$ cat config.mk
export PLATFORM = sky130hd
export DESIGN_NAME = gsdp_back
export DESIGN_NICKNAME = d
export VERILOG_FILES = /design/src/design/gsdp_pkg.sv /design/src/design/gsdp_back.sv
export SDC_FILE = /design/constraint.sdc
export NUM_CORES = 2
export LEC_CHECK = 0
export BUFFER_PORTS_ARGS = -buffer_cell sky130_fd_sc_hd__buf_2
export CORE_MARGIN = 4
export CORE_UTILIZATION = 47
export CTS_CLUSTER_SIZE = 20
export DETAILED_ROUTE_END_ITERATION = 10
export PLACE_DENSITY = 0.64
export SYNTH_ARGS = -nofsm -noshare
export SYNTH_HDL_FRONTEND = slang
export SYNTH_SLANG_ARGS = --single-unit
$ cat constraint.sdc
create_clock -name clk -period 11.45 [get_ports clk]
set_clock_uncertainty 0.2 [all_clocks]
set_input_delay 1.7175 -clock clk [delete_from_list [all_inputs] [get_ports clk]]
set_output_delay 1.7175 -clock clk [all_outputs]
set_load 0.03 [all_outputs]
$ cat src/design/gsdp_pkg.sv
// Shared types and constants for the group-scaled int8 dot product block.
package gsdp_pkg;

  // Configuration register map (word index = paddr / 4)
  localparam int          CFG_ADDR_W     = 4;
  localparam int          CFG_DATA_W     = 32;
  localparam logic [1:0]  REG_GROUP_SIZE = 2'd0;
  localparam logic [1:0]  REG_ROW_LENGTH = 2'd1;
  localparam logic [1:0]  REG_ROW_COUNT  = 2'd2;

  // Register field widths and reset values
  localparam int              GROUP_SIZE_W   = 9;
  localparam int              ROW_LENGTH_W   = 15;
  localparam int              ROW_COUNT_W    = 17;
  localparam logic [8:0]      GROUP_SIZE_RST = 9'd32;
  localparam logic [14:0]     ROW_LENGTH_RST = 15'd256;
  localparam logic [16:0]     ROW_COUNT_RST  = 17'd256;

  // Payload widths
  localparam int SCALE_W  = 24;
  localparam int GSUM_W   = 32;
  localparam int SPROD_W  = 32;
  localparam int RESULT_W = 64;
  localparam int INDEX_W  = 16;

  // Group queue between front and back
  localparam int Q_DEPTH = 4;
  localparam int Q_AW    = 2;

  // One closed group, handed from the front to the back
  typedef struct packed {
    logic [GSUM_W-1:0]  group_sum;
    logic [SCALE_W-1:0] weight_scale;
    logic [SCALE_W-1:0] activation_scale;
    logic               row_end;
    logic [INDEX_W-1:0] row_index;
    logic               last_row;
  } group_word_t;

endpackage

$ cat src/design/gsdp_back.sv
// Back end: scales each closed group and folds it into the saturating row sum.
module gsdp_back
  import gsdp_pkg::*;
(
  input  logic                       clk,
  input  logic                       rst_n,
  input  logic                       q_valid,
  input  group_word_t                head,
  output logic                       pop,
  output logic                       out_valid,
  input  logic                       out_ready,
  output logic signed [RESULT_W-1:0] out_row_result,
  output logic [INDEX_W-1:0]         out_row_index,
  output logic                       out_last_row
);

  // Stage A: scale product
  logic                a_valid_r;
  logic [GSUM_W-1:0]   a_gsum_r;
  logic [SPROD_W-1:0]  a_sp_r;
  logic                a_row_end_r;
  logic [INDEX_W-1:0]  a_idx_r;
  logic                a_last_r;
  // Stage B: group contribution
  logic                b_valid_r;
  logic [RESULT_W-1:0] b_contrib_r;
  logic                b_row_end_r;
  logic [INDEX_W-1:0]  b_idx_r;
  logic                b_last_r;
  // Stage C: row accumulator and output word
  logic [RESULT_W-1:0] row_sum_r;
  logic                out_valid_r;
  logic [RESULT_W-1:0] out_result_r;
  logic [INDEX_W-1:0]  out_idx_r;
  logic                out_last_r;

  logic                        adv;
  logic [2*SCALE_W-1:0]        sp_full;
  logic signed [SPROD_W:0]     sp_ext;
  logic signed [GSUM_W+SPROD_W:0] contrib_full;
  logic [RESULT_W-1:0]         sum_raw;
  logic [RESULT_W-1:0]         sum_sat;

  // Whole back end holds while a result waits to be taken
  assign adv = !out_valid_r || out_ready;
  assign pop = adv && q_valid;

  always_comb begin
    sp_full      = (2*SCALE_W)'(head.weight_scale) * (2*SCALE_W)'(head.activation_scale);
    sp_ext       = {1'b0, a_sp_r};
    contrib_full = $signed(a_gsum_r) * sp_ext;
    sum_raw      = row_sum_r + b_contrib_r;
    sum_sat      = sum_raw;
    // Clamp on signed overflow
    if ((row_sum_r[RESULT_W-1] == b_contrib_r[RESULT_W-1]) &&
        (sum_raw[RESULT_W-1] != row_sum_r[RESULT_W-1])) begin
      sum_sat = row_sum_r[RESULT_W-1] ? {1'b1, {(RESULT_W-1){1'b0}}}
                                      : {1'b0, {(RESULT_W-1){1'b1}}};
    end
  end

  // Pipeline payload
  always_ff @(posedge clk) begin
    if (adv) begin
      a_gsum_r    <= head.group_sum;
      a_sp_r      <= sp_full[2*SCALE_W-1:16];
      a_row_end_r <= head.row_end;
      a_idx_r     <= head.row_index;
      a_last_r    <= head.last_row;
      b_contrib_r <= contrib_full[RESULT_W-1:0];
      b_row_end_r <= a_row_end_r;
      b_idx_r     <= a_idx_r;
      b_last_r    <= a_last_r;
      if (b_valid_r && b_row_end_r) begin
        out_result_r <= sum_sat;
        out_idx_r    <= b_idx_r;
        out_last_r   <= b_last_r;
      end
    end
  end

  // Pipeline control and row accumulator
  always_ff @(posedge clk) begin
    if (!rst_n) begin
      a_valid_r   <= 1'b0;
      b_valid_r   <= 1'b0;
      out_valid_r <= 1'b0;
      row_sum_r   <= '0;
    end else if (adv) begin
      a_valid_r   <= q_valid;
      b_valid_r   <= a_valid_r;
      out_valid_r <= b_valid_r && b_row_end_r;
      if (b_valid_r) begin
        row_sum_r <= b_row_end_r ? '0 : sum_sat;
      end
    end
  end

  assign out_valid      = out_valid_r;
  assign out_row_result = out_result_r;
  assign out_row_index  = out_idx_r;
  assign out_last_row   = out_last_r;

endmodule

# [Word-level counts from Yosys, hierarchy flattened]
# Index checks and enable logic that the tools add are counted.
[totals] ff_bits=312 latchBits=0 mem_bits_rw=0 romBits=0 input_bits=102 output_inout_bits=83 elab_cells=31 memories=0
[classes] addsub=1 n_mul=2 n_div=0 order_cmp=0 n_eq_ne=2 shifts=0 mux=3 bitwise=0 reduce_logical=7
[ops] op="64-bit 2-to-1 mux" count=3
[ops] op="64-bit adder" count=1
[ops] op="32-bit by 33-bit multiplier with 64-bit output" count=1
[ops] op="24-bit by 24-bit multiplier with 48-bit output" count=1
[ops] op="2-bit AND reduction" count=2
[ops] op="1-bit logical AND" count=3
[ops] op="1-bit == test" count=1
[ops] op="1-bit zero test" count=1
[ops] op="1-bit logical OR" count=1
[ops] op="1-bit inequality test" count=1

# [Longest topological paths before layout]
[logic_depth] depth_word=5 mapped_depth=31 depth_no_buf=29

# [Worst setup path after synthesis]
# Ideal clock, no wire load.
[synth_timing] path_type="input to register" start="input port out_ready" end="register out_last_r, in the netlist out_last_row, enable pin" setup_time_ps=434 t_arrival_ps=8685 t_required_ps=10816 setup_slack_ps=2131 stages=4 n_path_buf=1 path_cell_list="nand2b_1 -> clkbuf_1 -> nand3_1 -> inv_1"
[synth_via] elab_chain_cells=2
[synth_lines] element="start: declaration" line="gsdp_back.sv:11" text="input logic out_ready,"
[synth_lines] element="1-bit logical OR" line="gsdp_back.sv:45" text="assign adv = !out_valid_r || out_ready;"
[synth_lines] element="2-bit AND reduction (no line)"
[synth_lines] element="end signal: assignment" line="gsdp_back.sv:77" text="out_last_r <= b_last_r;"
[synth_lines] element="end: declaration" line="gsdp_back.sv:35" text="logic out_last_r;"
# No other way between the ends.
# A chain may end at the register's enable or synchronous reset.

# [Worst setup path in the final report]
[layout_timing] start="register a_gsum_r[31]" end="register b_contrib_r[59] (data pin)"
[layout_via] elab_chain_cells=1
[layout_lines] element="start: declaration" line="gsdp_back.sv:19" text="logic [GSUM_W-1:0] a_gsum_r;"
[layout_lines] element="start signal: assignment" line="gsdp_back.sv:65" text="a_gsum_r <= head.group_sum;"
[layout_lines] element="32-bit by 33-bit multiplier with 64-bit output" line="gsdp_back.sv:51" text="contrib_full = $signed(a_gsum_r) * sp_ext;"
[layout_lines] element="net contrib_full[59]" line="gsdp_back.sv:40" text="logic signed [GSUM_W+SPROD_W:0] contrib_full;"
[layout_lines] element="end signal: assignment" line="gsdp_back.sv:70" text="b_contrib_r <= contrib_full[RESULT_W-1:0];"
[layout_lines] element="end: declaration" line="gsdp_back.sv:26" text="logic [RESULT_W-1:0] b_contrib_r;"
# The timed path passes the listed nets, and every way through them passes these cells.

==> flow_results.org <==
** Setup path
- The critical path is of the flop to flop type.
- STA classifies the critical path startpoint as a flop.
- Walking the worst path, the cells encountered are inv_1 > fa_1 > inv_1 > fa_1 > inv_1 > fa_1 > fa_1 > inv_1 > fa_1 > fa_1 > fa_1 > fa_1 > ha_1 > inv_1 > nor2_1 > nand2_1 > nor4_1 > a21boi_0 > o21ai_0 > o21ai_0 > a31oi_1 > o21ai_0 > xor2_1.
- Crit path max-delay family :: adder cells
- Worst Path Required :: 11.55 ns
- Highest net fanout along the worst path :: 20
- Critical-path cell with the highest stage delay :: sky130_fd_sc_hd__edfxtp_1
- For this run, the slowest stage of the critical path takes a little under 0.9 ns.
- Counting stages on the worst path, the most repeated cell is sky130_fd_sc_hd__fa_1.
- The worst setup path is captured at a flop.
- Worst Path Arrival :: roughly 9.3 ns
- Counting both buffers and inverters, the worst setup path holds a total of 5.

** Global route
- The first global-routing pass estimated roughly 280 mm of wire.
- Number of antenna violations at the first check in global routing :: 6
- Via count of the first global-routing pass :: 49,919
- GRT Total Usage :: approximately 24%
- For this run the aggregate overflow at the end of global routing stands at 0.
- Entering global routing, the biggest net connects 74 pins.

** Synth
- Register bit total from synthesis :: about 310
- Asr flop ratio synth :: 0%
- Yosys mapped a number of flops with a built-in enable equal to between 200 and 250.
- Among all flip-flop cells after synthesis, the most frequent one is sky130_fd_sc_hd__edfxtp_1.
- Dominant cell by count in the synthesized netlist :: sky130_fd_sc_hd__inv_1
- The cell area that synthesis handed to floorplanning was between 60,000 and 70,000 um^2.
- The top cell type by area accounts for 42.41% of the synthesized area.
- Top area cells in the synthesized netlist :: sky130_fd_sc_hd__fa_1 42%, sky130_fd_sc_hd__edfxtp_1 11%, sky130_fd_sc_hd__ha_1 10%
- The synthesized netlist contains 74 unique library cells.
- A synthesized cell averages 9.524 um^2.
- Post-synthesis cell count :: 6,835
- Sorting the synthesized cells by how often they occur yields 1,426 x sky130_fd_sc_hd__inv_1, 1,379 x sky130_fd_sc_hd__fa_1, 866 x sky130_fd_sc_hd__nand2_1, 839 x sky130_fd_sc_hd__and2_1, 524 x sky130_fd_sc_hd__ha_1.
- Post-Syn Nets :: just under 9,000
- Cell taking the most area after synthesis :: sky130_fd_sc_hd__fa_1
- After synthesis, flip-flops and latches occupy 13.36% of the total area.
- YS warnings :: 0

** Route
- For this run, design rule violations remaining after detail routing come to 0.
- In the routed layout, each cell is associated on average with a via count of 5.342.
- Via count :: 45,932
- Once detail routing completed, the nets flagged for antenna violations numbered 0.
- After detailed routing, the average wire length per cell comes to approximately 20 um.
- Router iterations before antenna repair :: 5
- Total Routed Length :: around 170 mm
- In this run, the number of DRC markers left after iteration 0 of detailed routing was approximately 3,100.

** Floorplan
- Total Die Area :: ~140,000 um^2
- From left edge to right edge, the die measures roughly 380 um.
- In this run the count of I/O pins placed on the die edge is roughly 190.
- Height of the die :: 380.2 um
- Initial core utilization :: a little under half
- Number of standard-cell rows in the floorplan :: 136
- The total area inside the core boundary comes to about 140,000 um^2.

** Timing
- Minimum setup slack in the final design :: ~2.2 ns
- In this run the tightest slew margin relative to its limit is between 20% and 30%.
- Number of setup violations in the final report :: 0
- The smallest clock period supported by the final layout is computed as between 9 and 10 ns.
- Number of endpoints with negative hold slack in the final report :: 0
- Setup repair after global routing missed its margin :: false
- Portion of the clock cycle consumed by the worst path in the final layout :: 80.55%
- Based on the critical path, the design can be clocked at up to between 100 and 150 MHz.
- For the pin with the worst max-slew slack, the measured transition is between 1 and 1.5 ns.
- Setup total negative slack :: 0 ns
- Max-slew violation count :: 0

** CTS
- Counting every sink on the clock net gives between 300 and 400.
- Maximum buffer depth of the clock tree :: 3
- For this design, the CTS-stage hold fixing added 0 buffers.
- Number of buffers added by the clock tree synthesis step :: 37
- Maximum level of the CTS H-tree :: 2
- TritonCTS built the clock tree.
- The root buffer cell chosen for the clock tree is sky130_fd_sc_hd__clkbuf_16.
- Post-CTS Resized :: 0
- The clock reaches the later pin of the worst-skew pair after ~0.60 ns.
- After clock tree synthesis, the clock-pin slew on the worst setup and hold paths is approximately 0.060 ns.
- Number of buffers inserted to repair setup after CTS :: 0

** Hold path
- In this run the worst hold path is classified as flop to flop.

** Layout
- The multi-input combinational cells in the finished layout cover a total of 49,660 um^2.
- Register area :: 8698 um^2
- After filler insertion, the fill cell instance count of the layout stands at about 13,000.
- Fraction of final layout cells sized beyond drive strength 1 :: 5.101%
- Post-synthesis to final-layout area growth :: 5.572%
- The final layout contains a little under 9,000 nets.
- Number of standard cells in the layout, taps in and fillers out :: approximately 8,600

** Placed design
- Post-DP HPWL :: 132.0 mm
- Placed Cells incl. Taps :: 8,528
- Port Buffers :: 184
- Final weighted congestion in routability-driven placement :: just over 0.9
- Prior to clock tree synthesis, the placed netlist has a worst setup slack of about 1.9 ns.

** Flow run
- Max-cap violations in this run came to 0.

** Outcome
- Status :: finished, final reports clean
-- cells by family (layout without fill, tap and decap cells) --
family	Yosys count	count (layout)	synth area share [%]
compound gates	571	571	5.697
xor+xnor	153	153	2.059
fa+ha+maj	1904	1904	52.50
buf+inv	1787	1754	10.38
flops	312	312	13.36
mux	3	3	0.04613
other cells	0	2	0
simple gates	2105	2105	15.95
-- sequential cells by signal, indices dropped and copies added (netlist names) --
name	count
b_idx_r	16
b_last_r	1
a_gsum_r	32
a_valid_r	1
out_row_result	64
b_valid_r	1
out_row_index	16
row_sum_r	64
b_contrib_r	64
a_sp_r	32
out_last_row	1
b_row_end_r	1
out_valid	1
a_idx_r	16
a_row_end_r	1
a_last_r	1
-- cell usage in the layout (no fill, tap or decap), drive strengths merged, types with 67 or more instances in the layout --
master and n:
inv 1434, o21ai 103, and2 839, a21o 91
nand2 866, dfxtp 67, nor2 231, edfxtp 245
fa 1379, buf 259, xnor2 96, a21oi 182
ha 524
-- per-stage QoR --
stage	hold WS, ns	util (%)	instance area, um^2
after CTS	0.2182	49.98	68720
after global routing	0.2237	49.98	68720
after floorplan	0.2003	-	65090
after detailed placement	0.2045	49.05	67440
after global placement	0.2001	49.05	67440
final	0.2153	49.98	68720
-- path summary, 6_finish.rpt --
| path | from | endpoint | slack [ns] | cells after the start |
|---|---|---|---|---|
| setup reg to reg | a_gsum_r[31] | b_contrib_r[59] | 2.23 | 23 |
| hold / removal | a_idx_r[11] | b_idx_r[11] | 0.22 | 0 |
| hold reg to reg | a_idx_r[11] | b_idx_r[11] | 0.22 | 0 |
| setup / recovery | a_gsum_r[31] | b_contrib_r[59] | 2.23 | 23 |
-- area by class of cell --
class                   instances  area share, %
clock buffers                  44          1.444
well taps                    1794          3.266
repair buffers                259          2.159
multi-input cells            4736          72.26
diodes                          2       0.007283
clock inverters                24         0.4115
inverters                    1427          7.796
flip-flops and latches        312          12.66
-- metal layers --
layer  vias to the layer above  part of all wire [%]  GRT usage (%)
li1                      20430                     -              -
met1                     23571                    43          33.66
met2                      1623                    46          38.69
met3                       306                   8.0          4.887
met4                         2                   2.9          6.102
met5                         -                 0.012              0
Power is left out: the tool's default activity adds up to more than one toggle a clock period on the data nets, which glitch-free logic cannot reach.
