==> config.mk <==
export PLATFORM = sky130hd
export DESIGN_NAME = gsdp_front
export DESIGN_NICKNAME = d
export VERILOG_FILES = /design/src/design/gsdp_pkg.sv /design/src/design/gsdp_front.sv
export SDC_FILE = /design/constraint.sdc
export NUM_CORES = 1
export LEC_CHECK = 0
export BUFFER_PORTS_ARGS = -buffer_cell sky130_fd_sc_hd__buf_4
export CAP_MARGIN = 5
export CELL_PAD_IN_SITES_DETAIL_PLACEMENT = 1
export CELL_PAD_IN_SITES_GLOBAL_PLACEMENT = 1
export CORE_ASPECT_RATIO = 1.1
export CORE_MARGIN = 10
export CORE_UTILIZATION = 44
export DETAILED_ROUTE_END_ITERATION = 8
export PLACE_DENSITY = 0.94
export SETUP_SLACK_MARGIN = 0.05
export SLEW_MARGIN = 25
export SYNTH_ARGS = -nofsm -noshare
export SYNTH_HDL_FRONTEND = slang
export SYNTH_SLANG_ARGS = --single-unit
==> constraint.sdc <==
create_clock -name clk -period 21.5 [get_ports clk]
set_clock_uncertainty 0.2 [all_clocks]
set_input_delay 3.225 -clock clk [delete_from_list [all_inputs] [get_ports clk]]
set_output_delay 3.225 -clock clk [all_outputs]
set_load 0.01 [all_outputs]
==> src/design/gsdp_pkg.sv <==
// Shared types and constants for the group-scaled int8 dot product block.
package gsdp_pkg;

  // Configuration register map (word index = paddr / 4)
  localparam int          CFG_ADDR_W     = 4;
  localparam int          CFG_DATA_W     = 32;
  localparam logic [1:0]  REG_GROUP_SIZE = 2'd0;
  localparam logic [1:0]  REG_ROW_LENGTH = 2'd1;
  localparam logic [1:0]  REG_ROW_COUNT  = 2'd2;

  // Register field widths and reset values
  localparam int              GROUP_SIZE_W   = 9;
  localparam int              ROW_LENGTH_W   = 15;
  localparam int              ROW_COUNT_W    = 17;
  localparam logic [8:0]      GROUP_SIZE_RST = 9'd32;
  localparam logic [14:0]     ROW_LENGTH_RST = 15'd256;
  localparam logic [16:0]     ROW_COUNT_RST  = 17'd256;

  // Payload widths
  localparam int SCALE_W  = 24;
  localparam int GSUM_W   = 32;
  localparam int SPROD_W  = 32;
  localparam int RESULT_W = 64;
  localparam int INDEX_W  = 16;

  // Group queue between front and back
  localparam int Q_DEPTH = 4;
  localparam int Q_AW    = 2;

  // One closed group, handed from the front to the back
  typedef struct packed {
    logic [GSUM_W-1:0]  group_sum;
    logic [SCALE_W-1:0] weight_scale;
    logic [SCALE_W-1:0] activation_scale;
    logic               row_end;
    logic [INDEX_W-1:0] row_index;
    logic               last_row;
  } group_word_t;

endpackage

==> src/design/gsdp_front.sv <==
// Front end: accepts element words, runs the int8 MAC and closes groups and rows.
module gsdp_front
  import gsdp_pkg::*;
#(
  parameter int MAX_GROUP      = 256,
  parameter int MAX_ROW_LENGTH = 16384,
  parameter int MAX_ROWS       = 65536
) (
  input  logic                                  clk,
  input  logic                                  rst_n,
  input  logic                                  in_valid,
  output logic                                  in_ready,
  input  logic signed [7:0]                     in_weight_value,
  input  logic signed [7:0]                     in_activation_value,
  input  logic [SCALE_W-1:0]                    in_weight_scale,
  input  logic [SCALE_W-1:0]                    in_activation_scale,
  input  logic [$clog2(MAX_GROUP+1)-1:0]        gsz,
  input  logic [$clog2(MAX_ROW_LENGTH+1)-1:0]   rlen,
  input  logic [$clog2(MAX_ROWS+1)-1:0]         rcnt,
  input  logic                                  q_full,
  output logic                                  push_valid,
  output group_word_t                           push_word
);

  localparam int GS_W  = $clog2(MAX_GROUP + 1);
  localparam int GP_W  = (MAX_GROUP > 1) ? $clog2(MAX_GROUP) : 1;
  localparam int RL_W  = $clog2(MAX_ROW_LENGTH + 1);
  localparam int RP_W  = $clog2(MAX_ROW_LENGTH);
  localparam int RCN_W = $clog2(MAX_ROWS + 1);
  localparam int RC_W  = (MAX_ROWS > 1) ? $clog2(MAX_ROWS) : 1;

  logic [GP_W-1:0]   gpos_r;
  logic [RP_W-1:0]   rpos_r;
  logic [GSUM_W-1:0] gsum_r;
  logic [RC_W-1:0]   rctr_r;

  logic signed [15:0] prod;
  logic [GSUM_W-1:0]  gsum_new;
  logic               row_end;
  logic               group_end;
  logic               last;
  logic               accept;

  // Multiply, accumulate and find group and row boundaries
  always_comb begin
    prod      = in_weight_value * in_activation_value;
    gsum_new  = gsum_r + {{(GSUM_W-16){prod[15]}}, prod};
    row_end   = (RL_W'(rpos_r) + RL_W'(1)) >= rlen;
    group_end = row_end || ((GS_W'(gpos_r) + GS_W'(1)) >= gsz);
    last      = (RCN_W'(rctr_r) + RCN_W'(1)) >= rcnt;
  end

  assign in_ready = !q_full;
  assign accept   = in_valid && in_ready;

  // Hand a closed group to the queue
  assign push_valid                 = accept && group_end;
  assign push_word.group_sum        = gsum_new;
  assign push_word.weight_scale     = in_weight_scale;
  assign push_word.activation_scale = in_activation_scale;
  assign push_word.row_end          = row_end;
  assign push_word.row_index        = INDEX_W'(rctr_r);
  assign push_word.last_row         = last;

  // Advance positions and the row counter
  always_ff @(posedge clk) begin
    if (!rst_n) begin
      gpos_r <= '0;
      rpos_r <= '0;
      gsum_r <= '0;
      rctr_r <= '0;
    end else if (accept) begin
      if (group_end) begin
        gpos_r <= '0;
        gsum_r <= '0;
      end else begin
        gpos_r <= gpos_r + GP_W'(1);
        gsum_r <= gsum_new;
      end
      if (row_end) begin
        rpos_r <= '0;
        rctr_r <= last ? '0 : rctr_r + RC_W'(1);
      end else begin
        rpos_r <= rpos_r + RP_W'(1);
      end
    end
  end

endmodule

-- Yosys cells after proc, flatten, opt, wreduce, memory -nomap -nowiden
Index checks and enable logic that the tools add are counted.
- add/sub/neg operators: 7
- multiply operators: 1
- order comparisons: 3
- mux-type cells: 4
- reduce and logical (&&, ||, !) cells: 5
- operators by type and width (kind ; number):
    32-bit adder ; 1
    32-bit two-way mux ; 1
    16-bit by 1-bit adder with 17-bit output, second input constant ; 1
    17-bit greater-or-equal comparator ; 1
    16-bit by 1-bit adder with 16-bit output, second input constant ; 1
    8-bit by 8-bit multiplier with 16-bit output ; 1
    16-bit two-way mux ; 1
    14-bit by 1-bit adder with 15-bit output, second input constant ; 1
    15-bit greater-or-equal comparator ; 1
    14-bit by 1-bit adder with 14-bit output, second input constant ; 1
    14-bit two-way mux ; 1
    8-bit by 1-bit adder with 9-bit output, second input constant ; 1
    9-bit greater-or-equal comparator ; 1
    8-bit by 1-bit adder with 8-bit output, second input constant ; 1
    8-bit two-way mux ; 1
    1-bit logical AND ; 2
    2-bit AND reduction ; 1
    1-bit zero test ; 1
    1-bit logical OR ; 1
- register bits: 70
- output and inout bits: 100
- word-level logic and storage cells: 24

-- Longest topological paths before layout
Gate-level depths: netlist of the first run.
- depth after elaboration: 4
- depth in mapped cells: 29
- gate-level depth less buffers: 29

-- Least setup slack after synthesis of the first run
No wires, ideal clock.
- path type: input-to-output
- from: input in_activation_value[3]
- to: output push_word[97] in the netlist's numbering
- arrival: 9.508 ns
- data required time: 18.075 ns
- slack: 8.567 ns
- stages on the path: 23
- path through: and2_1 > fa_1 > inv_1 > fa_1 > inv_1 > fa_1 > inv_1 > fa_1 > inv_1 > ha_1 > and2_1 > o21ai_0 > a31oi_1 > xnor2_1 > ha_1 > a21oi_1 > a21oi_1 > a211oi_1 > o22ai_2 > o41ai_2 > o21ai_1 > xnor2_1 > xnor2_1
- RTL lines (what ; RTL line ; text):
    from (decl) ; gsdp_front.sv:14 ; input logic signed [7:0] in_activation_value,
    to (decl) ; gsdp_front.sv:22 ; output group_word_t push_word

==> results of run 1 <==
## state kept, by name, summed over array words and instances (netlist names)
name,cells
rpos_r,14
gpos_r,8
gsum_r,32
rctr_r,16
## cells by family (layout without fill, tap and decap cells)
| family | count (synthesis) | after routing | synth area share (%) |
|---|---|---|---|
| fa+ha+maj | 162 | 162 | 28.2 |
| flops | 70 | 70 | 16.1 |
| mux | 2 | 2 | 0.245 |
| compound gates | 230 | 230 | 16.8 |
| buf+inv | 221 | 269 | 11.9 |
| xor+xnor | 80 | 80 | 8.06 |
| simple gates | 313 | 313 | 18.7 |
## cell usage after synthesis, types with 22 or more instances
| master | instances |
|---|---|
| dfxtp_1 | 70 |
| nand3_1 | 35 |
| a21o_1 | 22 |
| inv_1 | 136 |
| a21oi_1 | 87 |
| nor2_1 | 60 |
| xor2_1 | 30 |
| xnor2_1 | 50 |
| buf_4 | 51 |
| clkbuf_1 | 30 |
| nand2_1 | 71 |
| ha_1 | 106 |
| and3_1 | 26 |
| and2_1 | 48 |
| o21ai_0 | 32 |
| fa_1 | 56 |
## area by class of cell
type,count,area share [%]
Timing Repair Buffer,117,9.05
Inverter,136,5.26
Multi-Input combinational cell,787,64.7
Tap cell,247,3.18
Sequential cell,70,14.4
Clock inverter,5,0.850
Clock buffer,11,2.50
## per-stage QoR
| stage | util (%) | worst slack (ps) | cell area (µm²) |
|---|---|---|---|
| CTS | 50.3 | 7730 | 9700 |
| floorplan | - | 8570 | 8690 |
| global route | 50.3 | 7390 | 9710 |
| detailed placement | 48.6 | 7740 | 9370 |
| finish | 50.3 | 7850 | 9710 |
| global placement | 48.6 | 7980 | 9370 |
## worst max-delay path: stages
cell	delay, ps
buf_4	140
nand2b_1	180
fa_1	550
fa_1	560
inv_1	60
fa_1	530
inv_1	70
fa_1	560
inv_1	50
ha_1	330
a21oi_1	290
o21bai_1	140
a21oi_1	250
o21bai_1	120
a21oi_1	260
o21bai_1	100
a21oi_1	170
xnor2_1	180
ha_1	320
a21o_1	220
o21bai_1	160
a211oi_1	370
o22ai_2	140
o41ai_2	390
o21ai_1	140
xnor2_1	180
xnor2_1	350
buf_4	190
## report_power, final
part	switching, mW	internal (mW)	total [mW]
clock	0.0605	0.105	0.165
combinational	0.948	0.691	1.64
sequential	0.00846	0.144	0.152
## routing by layer
metal  GRT usage [%]  up-vias  part of all wire, %
li1                -     3676                    -
met1            21.4     3855                   39
met2            36.6      188                   53
met3            2.95       73                  4.2
met4            9.54        0                  3.8
met5               0        -                    0
## layout by cell type, fill, tap and decap left out, types with 11 or more instances in the layout
cell type,Yosys,layout
xor2_1,30,30
ha_1,106,106
nand2_1,71,70
a21oi_1,87,87
a21o_1,22,22
nand3_1,35,35
nor2b_1,14,13
and2_1,48,48
inv_1,136,135
dfxtp_1,70,70
nor3_1,12,11
buf_4,51,117
and3_1,26,26
fa_1,56,56
xnor2_1,50,49
nor2_1,60,60
a22oi_1,15,15
nand3b_1,20,20
o21ai_0,32,32
## final timing paths
check | slack [ps] | depth (start not counted) | end | from
setup / recovery | 7850 | 28 | push_word[97] | in_weight_value[0]
hold / removal | 260 | 2 | gsum_r[3]$_SDFFE_PN0P_ | gsum_r[3]$_SDFFE_PN0P_
setup reg to reg | 15980 | 16 | rctr_r[3]$_SDFFE_PN0P_ | rpos_r[0]$_SDFFE_PN0P_
hold reg to reg | 260 | 2 | gsum_r[3]$_SDFFE_PN0P_ | gsum_r[3]$_SDFFE_PN0P_
==> results by group, run 1 <==
Global routing
  • Largest net degree at the start of global routing: 50
  • Vias in the first global route: 8639
  • Global-route wire length before repair: 42900 µm
  • Grt ovf: 0
  • Initial antenna violation count: 0
  • GRT Total Usage: 19.8%

Clock network
  • Post-CTS Resized: 0
  • Hold buffer count at CTS: 0
  • Maximum buffer depth of the clock tree: 2
  • Reg clk slew, reported paths: 60 ps
  • Inserted Clock Buffers: 9
  • CTS sink cnt: 70
  • CTS tree: done
  • Clock Tree Root: clkbuf_16
  • Post-CTS setup buffers: 0
  • Worst-skew pair later-pin latency: between 300 and 400 ps
  • H-tree depth: 3

Layout
  • Nets: 1392
  • ANT cells: 0
  • P&R area growth vs syn: 11.7%
  • Non-filler instance count after layout: ~1400
  • FF+latch area: 1400 µm²
  • FILL cells: 2374
  • Fraction of layout cells with a size suffix above 1: 13.1%
  • Combined area of the multi-input logic cells: 6290 µm²

Placement
  • Placed Cells incl. Taps: 1357
  • Dpl hpwl: 20700 µm
  • Port buffer count: 112
  • Final RePlAce weighted congestion: ~0.84

Logic synthesis
  • Seq cells post-synth: 70
  • Mapped Cells: 1078
  • Synth top area share: 16.1%
  • Most used DFF post-synth: dfxtp_1
  • Synthesized area per cell: about 8.1 µm²
  • Synth Net Count: ~1300
  • Share of flip-flops with an asynchronous set or reset: 0%
  • Largest area contributor in the netlist: dfxtp_1
  • Ys Warns: 0
  • Synth area leaders: dfxtp_1 (16%), ha_1 (15%), fa_1 (13%), inv_1 (5.9%), xnor2_1 (5.0%)
  • Sequential area share after synthesis: 16.1%
  • Number of synthesized flops with an enable pin: 0
  • Synthesized area: 8690 µm²
  • Netlist cell types: just over 60

Floorplan
  • Starting Density: between 40 and 50%
  • Core Region: 19300 µm²
  • Rows: 53
  • Die Y: 167 µm
  • # IOs: ~210
  • Die ar.: around 26000 µm²
  • Floorplan die width: 154 µm

Drt
  • DR WL/cell: 18.9 µm
  • DR vias: roughly 8000
  • Remaining antenna violation count after routing: 0
  • Routed Wire Length: roughly 26000 µm
  • Vias/cell: roughly 5.7
  • First-pass detailed-route iteration total: 5
  • DRC errors left: 0
  • Starting DRT DRC Count: 423

Pwr
  • Static leakage: 4.86 nW
  • Power Total: between 1.5 and 2 mW
  • Power Density: 201 nW/µm²
  • VDD IR max: around 0.22 mV

Setup path
  • Kind of critical path: in -> out
  • Worst path required time: between 15000 and 20000 ps
  • Worst path arrival time: 10230 ps
  • CP max FO: 8
  • Worst Setup End Kind: output port
  • CP Launch Type: input pin

Timing
  • Setup violations, final: 0
  • Period utilisation layout: between 60% and 70%
  • Relative slew slack: between 40% and 50%
  • Max frequency: 0.0733 GHz
  • RSZ-0062 raised after global routing: false
  • Final TNS setup: 0 ps
  • Slew Viols, Final: 0
  • WHS: 262 ps
  • Final hold violation count: 0
  • Post-layout min period: between 10000 and 15000 ps
  • Worst Max-Slew Pin Slew: 830 ps

Status
  • Status: completed

Min path
  • Hold Crit Class: reg -> reg

Run
  • Max-cap violations: 0
Power figures use the tool's default switching activity.
==> inputs of run 2 (changes only) <==
CORE_UTILIZATION = 41   (was 44)
PLACE_DENSITY = 0.89   (was 0.94)
clock period = 13.4 ns   (was 21.5 ns; I/O delays follow)
==> results by group, run 2 (same netlist as run 1, synthesis figures left out) <==
Floorplan
  • Rows: 55 (+3.8%)
  • Starting Density: 42.0% (-3.1 points)
  • Floorplan die width: 159 µm (+3.1%)
  • Die ar.: 27400 µm² (+6.4%)
  • Die Y: 173 µm (+3.2%)
  • # IOs: 209 (unchanged)
  • Core Region: 20700 µm² (+7.3%)

Drt
  • First-pass detailed-route iteration total: 4 (-1)
  • DR WL/cell: 17.2 µm (-9.0%)
  • Starting DRT DRC Count: 314 (-26%)
  • Vias/cell: 5.38 (-5.2%)
  • DR vias: 7598 (-2.5%)
  • DRC errors left: 0 (unchanged)
  • Routed Wire Length: 24300 µm (-6.4%)
  • Remaining antenna violation count after routing: 0 (unchanged)

Global routing
  • Initial antenna violation count: 0 (unchanged)
  • Grt ovf: 0 (unchanged)
  • Global-route wire length before repair: 41600 µm (-3.0%)
  • Vias in the first global route: 8579 (-0.69%)
  • Largest net degree at the start of global routing: 69 (+38%)
  • GRT Total Usage: 17.6% (-2.1 points)

Timing
  • Worst Max-Slew Pin Slew: 1040 ps (+213 ps)
  • Relative slew slack: 30.1% (-14 points)
  • Post-layout min period: 11310 ps
  • Slew Viols, Final: 0 (unchanged)
  • Final TNS setup: 0 ps (unchanged)
  • Setup violations, final: 0 (unchanged)
  • Period utilisation layout: between 80% and 90%
  • Max frequency: approximately 0.09 GHz
  • Final hold violation count: 0 (unchanged)
  • RSZ-0062 raised after global routing: false
  • Final setup margin: 2090 ps (-5760 ps)

Min path
  • Hold Crit Class: reg -> reg
  • HP Start: gsum_r[5]$_SDFFE_PN0P_
  • Hold endpoint: gsum_r[5]$_SDFFE_PN0P_
  • Hold path depth: 2 (unchanged)

Clock network
  • Hold buffer count at CTS: 0 (unchanged)
  • H-tree depth: 3 (unchanged)
  • Inserted Clock Buffers: 9 (unchanged)
  • Worst-skew pair later-pin latency: 340 ps (about the same)
  • CTS sink cnt: 70 (unchanged)
  • Clock Tree Root: clkbuf_16
  • CTS tree: done
  • Reg clk slew, reported paths: 60 ps (about the same)
  • Post-CTS setup buffers: 0 (unchanged)
  • Maximum buffer depth of the clock tree: 2 (unchanged)
  • Post-CTS Resized: 0 (unchanged)

Placement
  • Dpl hpwl: 19500 µm (-5.7%)
  • Cell Area, Placed: 9430 µm² (+0.59%)
  • Pre-CTS WS: 2110 ps (-5620 ps)
  • Final RePlAce weighted congestion: 0.831 (-0.98%)
  • Port buffer count: 112 (unchanged)

Pwr
  • VDD IR max: 0.272 mV (+23%)
  • Power Density: 314 nW/µm² (+56%)
  • Power Total: 3.05 mW (+56%)
  • Static leakage: 4.85 nW (-0.13%)

Setup path
  • R2R depth: 17 (+1)
  • Worst reg2reg setup slack: 8240 ps (-7740 ps)
  • Worst path arrival time: 9100 ps (-1130 ps)
  • CP Launch Type: input pin
  • Worst Setup End Kind: output port
  • Worst reg2reg path endpoint: gpos_r[4]$_SDFFE_PN0P_
  • Kind of critical path: in -> out
  • CP max FO: 18 (+10)
  • Reg-to-Reg Start: rpos_r[0]$_SDFFE_PN0P_
  • Worst path required time: 11190 ps (-6880 ps)

Layout
  • Max reg flops: 32 (unchanged)
  • Post-route cell area: 9720 µm² (about the same)
  • Largest Register: gsum_r
  • P&R area growth vs syn: 11.8% (about the same)
  • Commonest non-fill, non-tap cell in the layout: inv_1
  • Commonest cells after routing, fill and taps aside: inv_1 (135), buf_4 (118), ha_1 (106)
  • Nets: 1393 (+0.072%)
  • ANT cells: 0 (unchanged)
  • FILL cells: 2496 (+5.1%)
  • Top Registers: gsum_r x32, rctr_r x16, rpos_r x14
  • Fraction of layout cells with a size suffix above 1: 13.3% (+0.17 points)

Run
  • Max-cap violations: 0 (unchanged)

Status
  • Status: completed
==> run 2: changes by cell type in the layout (fill, tap and decap cells not counted), sizes merged <==
cell / change
buf: +1
bufinv: -2
clkinv: +3
clkinvlp: -1
==> run 2: worst max-delay path by stage <==
stage | from | cells after the start | endpoint | slack (ps)
2_1_floorplan | in_activation_value[3] | 23 | push_word[97] | 2900
3_3_place_gp | in_activation_value[3] | 25 | push_word[97] | 2400
3_5_place_dp | in_activation_value[2] | 26 | push_word[97] | 2110
4_1_cts | in_activation_value[3] | 25 | push_word[97] | 2080
5_1_grt | in_activation_value[2] | 26 | push_word[97] | 1600
6_report | in_activation_value[3] | 25 | push_word[97] | 2090
==> run 2: stage by stage <==
| step | instances | hold WS, ps | utilization, % |
|---|---|---|---|
| after floorplan | 1078 | 236 | - |
| after global placement | 1396 | 242 | 45.5 |
| after detailed placement | 1396 | 254 | 45.5 |
| after CTS | 1412 | 261 | 46.9 |
| after global routing | 1412 | 287 | 46.9 |
| final | 1412 | 259 | 46.9 |
==> run 2: area by class of cell <==
type / instances / area, µm² / area share [%]
inverters: 136 / 510 / 5.25
repair buffers: 118 / 886 / 9.12
clock inverters: 5 / 33.8 / 0.348
well taps: 285 / 357 / 3.67
clock buffers: 11 / 253 / 2.60
flip-flops and latches: 70 / 1400 / 14.4
multi-input cells: 787 / 6270 / 64.6
==> run 2: power by group <==
part / internal, mW / switching [mW] / leakage [nW]
Clock: 0.135 / 0.0954 / 0.138
Sequential: 0.231 / 0.0127 / 0.568
Combinational: 1.10 / 1.48 / 4.14
Total: 1.46 / 1.59 / 4.85
==> run 2: critical path, stage by stage <==
cell and delay, ps:
buf_4 140, and2_1 210, fa_1 630, inv_1 160
fa_1 560, inv_1 70, fa_1 550, inv_1 60
fa_1 520, inv_1 40, ha_1 350, and2_1 160
o21ai_0 250, a31oi_1 190, xnor2_2 830, ha_1 470
a21oi_1 200, a21oi_1 90, a211oi_1 330, o22ai_2 150
o41ai_2 380, o21ai_1 150, xnor2_1 270, xnor2_1 160
buf_4 160
==> run 2: layer usage <==
| layer | routed length (µm) | track usage, % |
|---|---|---|
| met1 | 9980 | 19.7 |
| met2 | 12900 | 33.3 |
| met3 | 892 | 2.57 |
| met4 | 504 | 5.73 |
| met5 | 0 | 0 |
