--- config.mk ---
export PLATFORM = sky130hd
export DESIGN_NAME = gsdp_queue
export DESIGN_NICKNAME = d
export VERILOG_FILES = /design/src/design/gsdp_pkg.sv /design/src/design/gsdp_queue.sv
export SDC_FILE = /design/constraint.sdc
export NUM_CORES = 1
export LEC_CHECK = 0
export ABC_AREA = 0
export BUFFER_PORTS_ARGS = -buffer_cell sky130_fd_sc_hd__buf_2
export CAP_MARGIN = 20
export CORE_AREA = 3 3 167 169
export CTS_BUF_LIST = sky130_fd_sc_hd__clkbuf_8
export DETAILED_ROUTE_END_ITERATION = 6
export DIE_AREA = 0 0 170 172
export PLACE_DENSITY_LB_ADDON = 0.3
export SETUP_SLACK_MARGIN = 0.05
export SYNTH_ARGS = -nofsm -noshare
export SYNTH_HDL_FRONTEND = slang
export SYNTH_SLANG_ARGS = --single-unit
--- constraint.sdc ---
create_clock -name clk -period 3.9 [get_ports clk]
set_input_delay 0.195 -clock clk [delete_from_list [all_inputs] [get_ports clk]]
set_output_delay 0.195 -clock clk [all_outputs]
set_load 0.01 [all_outputs]
--- src/design/gsdp_pkg.sv ---
// Shared types and constants for the group-scaled int8 dot product block.
package gsdp_pkg;

  // Configuration register map (word index = paddr / 4)
  localparam int          CFG_ADDR_W     = 4;
  localparam int          CFG_DATA_W     = 32;
  localparam logic [1:0]  REG_GROUP_SIZE = 2'd0;
  localparam logic [1:0]  REG_ROW_LENGTH = 2'd1;
  localparam logic [1:0]  REG_ROW_COUNT  = 2'd2;

  // Register field widths and reset values
  localparam int              GROUP_SIZE_W   = 9;
  localparam int              ROW_LENGTH_W   = 15;
  localparam int              ROW_COUNT_W    = 17;
  localparam logic [8:0]      GROUP_SIZE_RST = 9'd32;
  localparam logic [14:0]     ROW_LENGTH_RST = 15'd256;
  localparam logic [16:0]     ROW_COUNT_RST  = 17'd256;

  // Payload widths
  localparam int SCALE_W  = 24;
  localparam int GSUM_W   = 32;
  localparam int SPROD_W  = 32;
  localparam int RESULT_W = 64;
  localparam int INDEX_W  = 16;

  // Group queue between front and back
  localparam int Q_DEPTH = 4;
  localparam int Q_AW    = 2;

  // One closed group, handed from the front to the back
  typedef struct packed {
    logic [GSUM_W-1:0]  group_sum;
    logic [SCALE_W-1:0] weight_scale;
    logic [SCALE_W-1:0] activation_scale;
    logic               row_end;
    logic [INDEX_W-1:0] row_index;
    logic               last_row;
  } group_word_t;

endpackage

--- src/design/gsdp_queue.sv ---
// Short queue of closed groups between the front and the back.
module gsdp_queue
  import gsdp_pkg::*;
(
  input  logic        clk,
  input  logic        rst_n,
  input  logic        push_valid,
  input  group_word_t push_word,
  output logic        q_full,
  input  logic        pop,
  output logic        q_valid,
  output group_word_t head
);

  group_word_t      mem_r [Q_DEPTH];
  logic [Q_AW-1:0]  wptr_r;
  logic [Q_AW-1:0]  rptr_r;
  logic [Q_AW:0]    count_r;
  logic [Q_AW:0]    count_nxt;
  logic             do_pop;

  assign q_full  = count_r == (Q_AW+1)'(Q_DEPTH);
  assign q_valid = count_r != '0;
  assign head    = mem_r[rptr_r];
  assign do_pop  = pop && q_valid;

  always_comb begin
    count_nxt = count_r;
    if (push_valid && !do_pop) begin
      count_nxt = count_r + (Q_AW+1)'(1);
    end else if (!push_valid && do_pop) begin
      count_nxt = count_r - (Q_AW+1)'(1);
    end
  end

  // Store pushed words
  always_ff @(posedge clk) begin
    if (push_valid) begin
      mem_r[wptr_r] <= push_word;
    end
  end

  // Move pointers and fill count
  always_ff @(posedge clk) begin
    if (!rst_n) begin
      wptr_r  <= '0;
      rptr_r  <= '0;
      count_r <= '0;
    end else begin
      if (push_valid) begin
        wptr_r <= wptr_r + Q_AW'(1);
      end
      if (do_pop) begin
        rptr_r <= rptr_r + Q_AW'(1);
      end
      count_r <= count_nxt;
    end
  end

endmodule

# == Word-level counts from Yosys, hierarchy flattened ==
# Memory sizes are Yosys's and may differ from the RTL's. A register that Yosys moved wholly into a read port is not among the register bits.
# Index checks and enable logic that the tools add are counted.
# totals
register_bits,7
latchBits,0
ram_bits,392
rom_bits,0
inputBits,102
output_inout_bits,100
memories,1
# mem_list
memory,words,word_bits,read_ports,rd_clocked_by_memory_dff,wr,line,rtl
mem_r,4,98,1,1,1,gsdp_queue.sv:15,group_word_t mem_r [Q_DEPTH];
# classes
addsub,4
n_mul,0
n_div,0
n_lt_le_gt_ge,0
eq_ne,1
shifts,0
muxes,6
bitwise_logic,0
n_reduce_logical,7
# ops
cell,n
$mux W3,2
$add A2 B1 Y2 const B,2
$mux W2,2
$add A3 B1 Y3 const B,1
$eq A3 B3 Y1 const B,1
$logic_and A1 B1 Y1,3
$reduce_bool A3 Y1,1
$sub A3 B1 Y3 const B,1
$logic_not A1 Y1,2
$mux W1,2
$reduce_bool A2 Y1,1

# == Depth between registers and ports, before layout ==
# Gate-level depths: netlist of the first run.
# logic_depth
ltp_word,5
depth_mapped,7
depth_no_buf,7

# == Worst setup path before layout of the first run ==
# OpenSTA, ideal clock, no wires.
# synth_timing
path_kind,register -> register
start,reg wptr_r[0]
end,"mem mem_r[0][0] (netlist name), enable pin"
setup_ps,468
t_arrival_ps,2807
required_ps,3432
path_slack_ps,625
stages_incl_launch_ff,4
synth_period_minus_slack_ps,3275
path_cell_list,dfxtp_1 -> inv_1 -> ha_1 -> and2_1
# synth_lines
element,line,rtl
from (decl),gsdp_queue.sv:16,logic [Q_AW-1:0] wptr_r;
from (signal assigned),gsdp_queue.sv:51,wptr_r <= wptr_r + Q_AW'(1);
to (decl),gsdp_queue.sv:15,
# No word-level cell before the write port.

==> impl_metrics.tcl, run 1 <==
set metrics [dict create \
    grt_pass1_vias 7805 \
    synth_cell_types 22 \
    slew_headroom_pct 53.6 \
    overflow 0 \
    place.gp.congestion 0.738 \
    power_density_nw_per_um2 572 \
    fin_worst_skew_ps 23.2 \
    ant_nets 0 \
    cp.required_ps 3700 \
    critPathTopFamily "buffers and inverters" \
    drt-total-wl_microns 28300 \
    syn_area_per_cell_sq_um 26.3 \
    synth_most_common_cell "edfxtp_1" \
    slew_violations 0 \
    cts.sink_count 401 \
    fin_util_pct 67.5 \
    die_x_microns 170 \
    path_clk_slew_ps 60 \
    holdPathStages 4 \
    min_path_type "primary input to register" \
    row_count 60 \
    ys_ff_latch 401 \
    finalSetupViolations 0 \
    pin_count 202 \
    port_buffers 201 \
    rr_worst_depth 7 \
    syn-num-nets 663 \
    crit_buf_inv 2 \
    syn2layout_area_growth_pct 23.7 \
    antenna_found_initial 3 \
    seq_area_frac_synth_pct 82.0 \
    synth_warnings 0 \
    fmax_mhz 377 \
    yosys-top-cells-area "edfxtp_1 (81%), mux4_2 (15%), dfxtp_1 (1.2%), ha_1 (0.43%), and2_1 (0.39%)" \
    hold_start "pop" \
    post_cts_resized 0 \
    crit_fanout 25 \
    cp.arrival_ps 2450 \
    core-area_sq_um 26700 \
    synth_area_sq_um 14600 \
    r2r-start "count_r[0]" \
    drt-initial-drc-count 546 \
    vias 7064 \
    synth_area_leader_cell "edfxtp_1" \
    synth-main-ff-cell "edfxtp_1" \
    worstSetupPathType "register to output pin" \
    status "finished clean" \
    slowest_delay_ps 600 \
    fin_crit_ps 2650 \
    synth_cells 555 \
    cts_tree "built" \
    vias_per_cell 5.50 \
    track_usage_pct 19.7 \
    firstDrtPassIters 5 \
    timing.setup.tns_ps 0 \
    ir_drop_uv 340 \
    die_y_microns 172 \
    r2r_end "count_r[2]" \
    synth_async_sr_flop_share_pct 0 \
    rsz0062_at_grt "false" \
    clockRootBuffer "clkbuf_8" \
    drv_cap 0 \
    synthDominantCellAreaShare_pct 80.7 \
    grt_max_degree 57 \
    nets 1010 \
    cts_buffers 59 \
    drc 0 \
    hold_violations 0 \
    ys_top_cells_by_count "edfxtp_1 (392), mux4_2 (98), buf_2 (11)" \
    worst_setup_path_start_kind "register" \
    path_cells "buf_4, mux4_2, buf_2" \
    clk_latency_ps 570 \
    dp_hpwl_microns 16600 \
    synth_edf_count 392 \
    dieArea_sq_um 29200 \
    tightest_slew_ps 695 \
    initial_core_util_pct 54.6 \
    grt_first_pass_wirelength_microns 44200 \
    p_leak_nw 6.20 \
    reg2reg_slack_ps 1650 \
    period_share_pct 67.9 \
    drive_gt1_share_pct 40.2 \
    clock_path_buffers 3 \
    wl_per_cell_microns 22.1 \
    end_kind "output pin" \
    cp_slowest_cell "dfxtp_4" \
    h-tree-depth 2 \
]
## cells in the final DEF (no fill, tap or decap)
master / n
a21boi_0: 1
and2_1: 5
and2_4: 4
buf_12: 6
buf_2: 201
buf_4: 1
clkbuf_8: 64
clkinv_1: 11
clkinv_2: 3
dfxtp_1: 7
dfxtp_4: 2
diode_2: 1
dlygate4sd3_1: 100
edfxtp_1: 392
fa_1: 1
ha_1: 5
inv_1: 26
mux2i_1: 2
mux4_2: 98
nor2b_1: 2
nor3b_1: 1
o21ai_0: 1
o311ai_0: 1
o31ai_1: 1
or3_1: 2
xnor2_1: 3
xor2_1: 2
## layout make-up
type                            count  area [sq um]
Multi-Input combinational cell    129          2480
Tap cell                          341           427
Fill cell                        1714          8690
Timing Repair Buffer              308          2130
Clock buffer                       64           881
Antenna cell                        1          2.50
Inverter                            3          11.3
Sequential cell                   401         12000
Clock inverter                     37           143
## power by group
part / internal, W / switching, W / leakage [nW]
clock: 0.00149 / 0.00144 / 0.612
sequential: 0.00497 / 0.000157 / 3.68
combinational: 0.00117 / 0.00109 / 1.91
total: 0.00763 / 0.00269 / 6.20
## metrics by stage
| stage | hold slack, ps | cell area [sq um] | worst slack (ps) | std cells | total power [W] |
|---|---|---|---|---|---|
| final | 124 | 18000 | 1250 | 1284 | 0.0103 |
| after global routing | 122 | 18000 | 1050 | 1284 | 0.0108 |
| after CTS | 66.1 | 18000 | 1140 | 1283 | 0.0104 |
| after detailed placement | 411 | 16000 | 1710 | 1082 | 0.00744 |
| after global placement | 403 | 16000 | 1820 | 1082 | 0.00739 |
| after floorplan | 294 | 14600 | 625 | 555 | 0.00667 |
## worst max-delay path by stage
stage                           from           to  slack, ps  depth (start not counted)
after floorplan            wptr_r[0]  mem_r[0][0]        630                          3
after global placement      register     head[42]       1820                          3
after detailed placement  count_r[0]   count_r[2]       1710                          7
after CTS                   register     head[42]       1140                          3
after global routing        register     head[42]       1050                          3
final                       register     head[42]       1250                          3
## tightest hold or removal path, stage by stage
cell and delay, ps:
buf_2 110, o31ai_1 110, xnor2_1 90, and2_1 150
## registers in the layout, summed over array words and instances, names as in the netlist, named ones only
register and count:
rptr_r 2, wptr_r 2, mem_r 392, count_r 3
## routing by layer
layer,track usage (%),part of all wire [%],vias to the layer above
met2,31.5,49,287
met1,27.7,42,3632
met3,5.30,7.7,49
met5,0,0.078,-
met4,5.43,1.7,4
li1,-,-,3092
## cell families (layout without fill, tap and decap cells)
kind of cell / Yosys count / after routing / synth area share, %
other cells: 0 / 1 / 0
xor+xnor: 5 / 5 / 0.300
simple gates: 14 / 14 / 0.609
compound gates: 4 / 4 / 0.197
fa+ha+maj: 6 / 6 / 0.566
flops: 401 / 401 / 82.0
buf+inv: 25 / 412 / 1.09
mux: 100 / 100 / 15.3
## timing repair
action | CTS | global route
endpoints found under the hold margin | 401 | 0
setup buffers | 0 | 0
hold buffers | 100 | 0
(Power assumes the default switching activity.)
==> inputs of run 2 (changes only) <==
Settings changed: CORE_AREA 3 3 167 169 to 3 3 170 172, DIE_AREA 0 0 170 172 to 0 0 173 175.
Clock period 3.9 ns to 2.35 ns, I/O delays scaled along.
==> run 2 against run 1 <==
Clock power is 77% higher. Via count stayed put. Non-clock buffer count is 16 higher. Count of clock-buffer cells in the layout is 1 lower. Critical path depth stayed put. Largest power group unchanged. Worst setup slack worse by 1100 ps. Utilization hardly changed. Critical path type unchanged. First-iteration DRC count is 12% lower. Design area is 3.4% higher.
==> impl_metrics.tcl, run 2 (synthesis gave the netlist of run 1 again) <==
set metrics [dict create \
    cp_slowest_cell "mux4_2" \
    hold_violations 0 \
    grt_pass1_vias 7886 \
    r2r-start "count_r[1]" \
    min_path_type "primary input to register" \
    track_usage_pct 18.7 \
    numPlacedInstances 1132 \
    timing.setup.tns_ps 0 \
    die_x_microns 173 \
    cp.arrival_ps 2110 \
    port_buffers 201 \
    end_kind "output pin" \
    crit_buf_inv 2 \
    top_register "mem_r" \
    syn2layout_area_growth_pct 28.0 \
    slowest_delay_ps 540 \
    largest_register_ffs 392 \
    crit_fanout 20 \
    drc 0 \
    finalSetupViolations 0 \
    core-area_sq_um 27600 \
    period_share_pct 94.9 \
    vias_per_cell 5.26 \
    die_y_microns 175 \
    fin_crit_ps 2230 \
    ant_nets 0 \
    p_leak_nw 6.41 \
    drt-initial-drc-count 478 \
    place.gp.congestion 0.730 \
    fin_util_pct 67.5 \
    power_density_nw_per_um2 963 \
    initial_core_util_pct 52.8 \
    cts_tree "built" \
    cts_buffers 60 \
    tightest_slew_ps 566 \
    slew_headroom_pct 62.3 \
    fmax_mhz 448 \
    fin_area_sq_um 18700 \
    postPlaceCellArea_sq_um 16200 \
    cp-endpoint "head[93]" \
    dieArea_sq_um 30300 \
    ir_drop_uv 683 \
    h-tree-depth 2 \
    status "finished clean" \
    dp_hpwl_microns 16400 \
    drt-total-wl_microns 28400 \
    n_fill_cell 1727 \
    final_cell_mix "edfxtp_1 (392), buf_2 (163), dlygate4sd3_1 (101)" \
    overflow 0 \
    rr_worst_depth 7 \
    vias 7064 \
    final_common_cell "edfxtp_1" \
    cp.required_ps 2230 \
    pin_count 202 \
    grt_first_pass_wirelength_microns 44000 \
    drv_cap 0 \
    worst_setup_path_start_kind "register" \
    reg_top3 "mem_r (392), count_r (3)" \
    holdWs_ps 73.9 \
    reg2reg_slack_ps 120 \
    clock_path_buffers 3 \
    cts.sink_count 401 \
    drive_gt1_share_pct 42.2 \
    grt_max_degree 40 \
    slew_violations 0 \
    fin_cells 1342 \
    path_depth 3 \
    rsz0062_at_grt "true" \
    firstDrtPassIters 4 \
    worstSetupPathType "register to output pin" \
    fin_worst_skew_ps 18.9 \
    path_cells "bufbuf_16, mux4_2, buf_2" \
    row_count 61 \
    nets 1027 \
    clockRootBuffer "clkbuf_8" \
    path_clk_slew_ps 60 \
    antenna_found_initial 1 \
    clk_latency_ps 580 \
    wl_per_cell_microns 21.2 \
    critPathTopFamily "buffers and inverters" \
    r2r_end "count_r[2]" \
]
-- run 2: worst min path at each step --
stage	start	to	slack, ps	depth (start not counted)
detailed placement	push_word[1]	mem_r[0][1]	330	1
CTS	pop	rptr_r[0]	7	4
finish	pop	rptr_r[0]	70	4
floorplan	push_word[0]	mem_r[0][0]	220	0
global placement	push_word[44]	mem_r[0][44]	330	1
global route	pop	rptr_r[0]	40	4
-- run 2: stage by stage --
stage               power [W]  setup slack [ps]
global placement       0.0123               281
finish                 0.0180               119
floorplan              0.0111               158
global route           0.0188              6.95
CTS                    0.0178              60.6
detailed placement     0.0124               125
-- run 2: per-layer routing --
metal | part of all wire (%) | global-route usage, %
met1 | 40 | 24.1
met2 | 52 | 32.1
met3 | 5.9 | 4.26
met4 | 2.1 | 5.71
met5 | 0 | 0
-- run 2: cell type report --
cell class              instances  area (sq um)  area share [%]
diodes                          1          2.50          0.0134
well taps                     378           473            2.53
repair buffers                324          2620            14.1
clock inverters                43           239            1.28
clock buffers                  63           867            4.65
inverters                       3          11.3          0.0603
multi-input cells             129          2490            13.3
flip-flops and latches        401         12000            64.1
-- run 2: where the power goes --
part	total, W	internal (W)	switching (W)
sequential	0.00843	0.00825	0.000180
combinational	0.00438	0.00242	0.00196
clock	0.00516	0.00269	0.00247
total	0.0180	0.0134	0.00460
-- run 2: worst reg2reg max path: cells and delay by family (launching register included) --
kind	cells	cell delay (ps)
flops	1	380
compound gates	2	560
xor+xnor	1	190
buf+inv	1	60
fa+ha+maj	2	650
simple gates	1	300
-- run 2: what timing repair did --
action,4_1_cts,5_1_grt
pin swaps,0,0
endpoints found under the setup margin,80,52
hold buffers,101,0
resized for setup,2,47
setup buffers,1,0
cloned,1,0
hold endpoints to repair,401,0
==> inputs of run 3 (changes only) <==
Settings changed: CORE_AREA 3 3 170 172 to 4 4 168 170, DIE_AREA 0 0 173 175 to 0 0 172 174.
Clock period 2.35 ns to 2.9 ns, I/O delays scaled along.
==> run 3 against run 2 <==
Register-to-register slack better by 540 ps. Global-route usage grew 0.067 points. Count of clock-buffer cells in the layout increased by 7. Combinational power is 30% lower. Utilization is 0.86 points higher. Clock power down 15%. Clock skew up 4.7 ps. Worst hold slack worse by 18 ps. Critical endpoint is now head[58].
==> impl_metrics.tcl, run 3 (synthesis gave the netlist of run 1 again) <==
set metrics [dict create \
    status "finished clean" \
    fin_worst_skew_ps 23.6 \
    reg_top3 "mem_r (392), count_r (3)" \
    p_leak_nw 6.33 \
    timing.setup.tns_ps 0 \
    vias_per_cell 5.38 \
    critPathTopFamily "flip-flops" \
    initial_core_util_pct 54.6 \
    ir_drop_uv 593 \
    pin_count 202 \
    slew_violations 0 \
    largest_register_ffs 392 \
    drt-total-wl_microns 27900 \
    clk_latency_ps 590 \
    antennaDiodeCount 0 \
    finalSetupViolations 0 \
    crit_buf_inv 2 \
    fin_crit_ps 2580 \
    slowest_delay_ps 780 \
    fmax_mhz 388 \
    track_usage_pct 18.7 \
    slew_headroom_pct 56.2 \
    cp_slowest_cell "dfxtp_4" \
    cts_tree "built" \
    tightest_slew_ps 656 \
    port_buffers 201 \
    antenna_found_initial 0 \
    clockRootBuffer "clkbuf_8" \
    postPlaceCellArea_sq_um 16100 \
    totalPowerFinal_w 0.0144 \
    ant_nets 0 \
    core-area_sq_um 26700 \
    cp.arrival_ps 2430 \
    rsz0062_at_grt "false" \
    grt_first_pass_wirelength_microns 43300 \
    drt-initial-drc-count 451 \
    dp_hpwl_microns 16000 \
    syn2layout_area_growth_pct 25.4 \
    final_common_cell "edfxtp_1" \
    crit_fanout 30 \
    min_path_type "primary input to register" \
    dieArea_sq_um 29900 \
    hold_violations 0 \
    nets 1023 \
    path_cells "buf_4, mux4_2, buf_2" \
    fin_util_pct 68.4 \
    h-tree-depth 2 \
    end_kind "output pin" \
    drive_gt1_share_pct 41.7 \
    clock_path_buffers 3 \
    row_count 60 \
    vias 6996 \
    worstSetupPathType "register to output pin" \
    overflow 0 \
    worst_setup_path_start_kind "register" \
    drc 0 \
    wl_per_cell_microns 21.4 \
    place.gp.congestion 0.765 \
    final_cell_mix "edfxtp_1 (392), buf_2 (201), dlygate4sd3_1 (101)" \
    multi_input_comb_area_sq_um 2480 \
    regArea_sq_um 12000 \
    grt_max_degree 60 \
    cts.sink_count 401 \
    fin_area_sq_um 18300 \
    period_share_pct 88.9 \
    cp.required_ps 2760 \
    top_register "mem_r" \
    cts_buffers 61 \
    postCtsSetupBuffers 0 \
    n_fill_cell 1649 \
    drv_cap 0 \
    cts_hold_buf 101 \
    power_density_nw_per_um2 786 \
    die_y_microns 174 \
    die_x_microns 172 \
    grt_pass1_vias 7866 \
    post_cts_resized 0 \
    path_clk_slew_ps 60 \
    firstDrtPassIters 5 \
]
-- run 3: cell count changes in the layout (fill, tap and decap cells not counted), sizes merged --
cell      before  now
buf          222  218
bufbuf         1    0
clkbuf        63   70
clkinv        26   14
clkinvlp       2    1
diode          1    0
inv           16   24
-- run 3: path summary, 6_finish.rpt --
check / from / end / slack [ps] / depth (start not counted)
max: register / head[58] / 320 / 3
min: pop / rptr_r[0] / 60 / 4
max reg2reg: count_r[0] / count_r[2] / 660 / 7
min reg2reg: count_r[2] / count_r[2] / 580 / 2
-- run 3: layout make-up --
type,count,share of cell area [%]
inverter,3,0.0616
clock buffer,70,5.27
tap,341,2.33
clock inverter,38,1.12
sequential,401,65.4
timing repair buffer,319,12.2
multi-input combinational,129,13.6
-- run 3: tightest hold or removal path, cell delays in order --
cell	delay (ps)
buf_2	110
o31ai_1	100
xnor2_1	80
and2_1	160
-- run 3: power breakdown --
part | internal (W) | switching, W
Clock | 0.00236 | 0.00201
Combinational | 0.00165 | 0.00141
Sequential | 0.00669 | 0.000257
Total | 0.0107 | 0.00368
-- run 3: metal layers --
layer / track usage (%) / share of wire (%) / vias up
li1: - / - / 3121
met1: 24.0 / 39 / 3613
met2: 32.6 / 53 / 229
met3: 4.43 / 6.2 / 33
met4: 4.68 / 1.4 / 0
met5: 0 / 0 / -
-- run 3: stage by stage --
step           instances  setup slack [ps]  hold slack (ps)
2_1_floorplan        555               708              244
3_3_place_gp        1092               834              353
3_5_place_dp        1092               718              363
4_1_cts             1301               220             2.70
5_1_grt             1301               148             46.7
6_report            1301               322             55.5
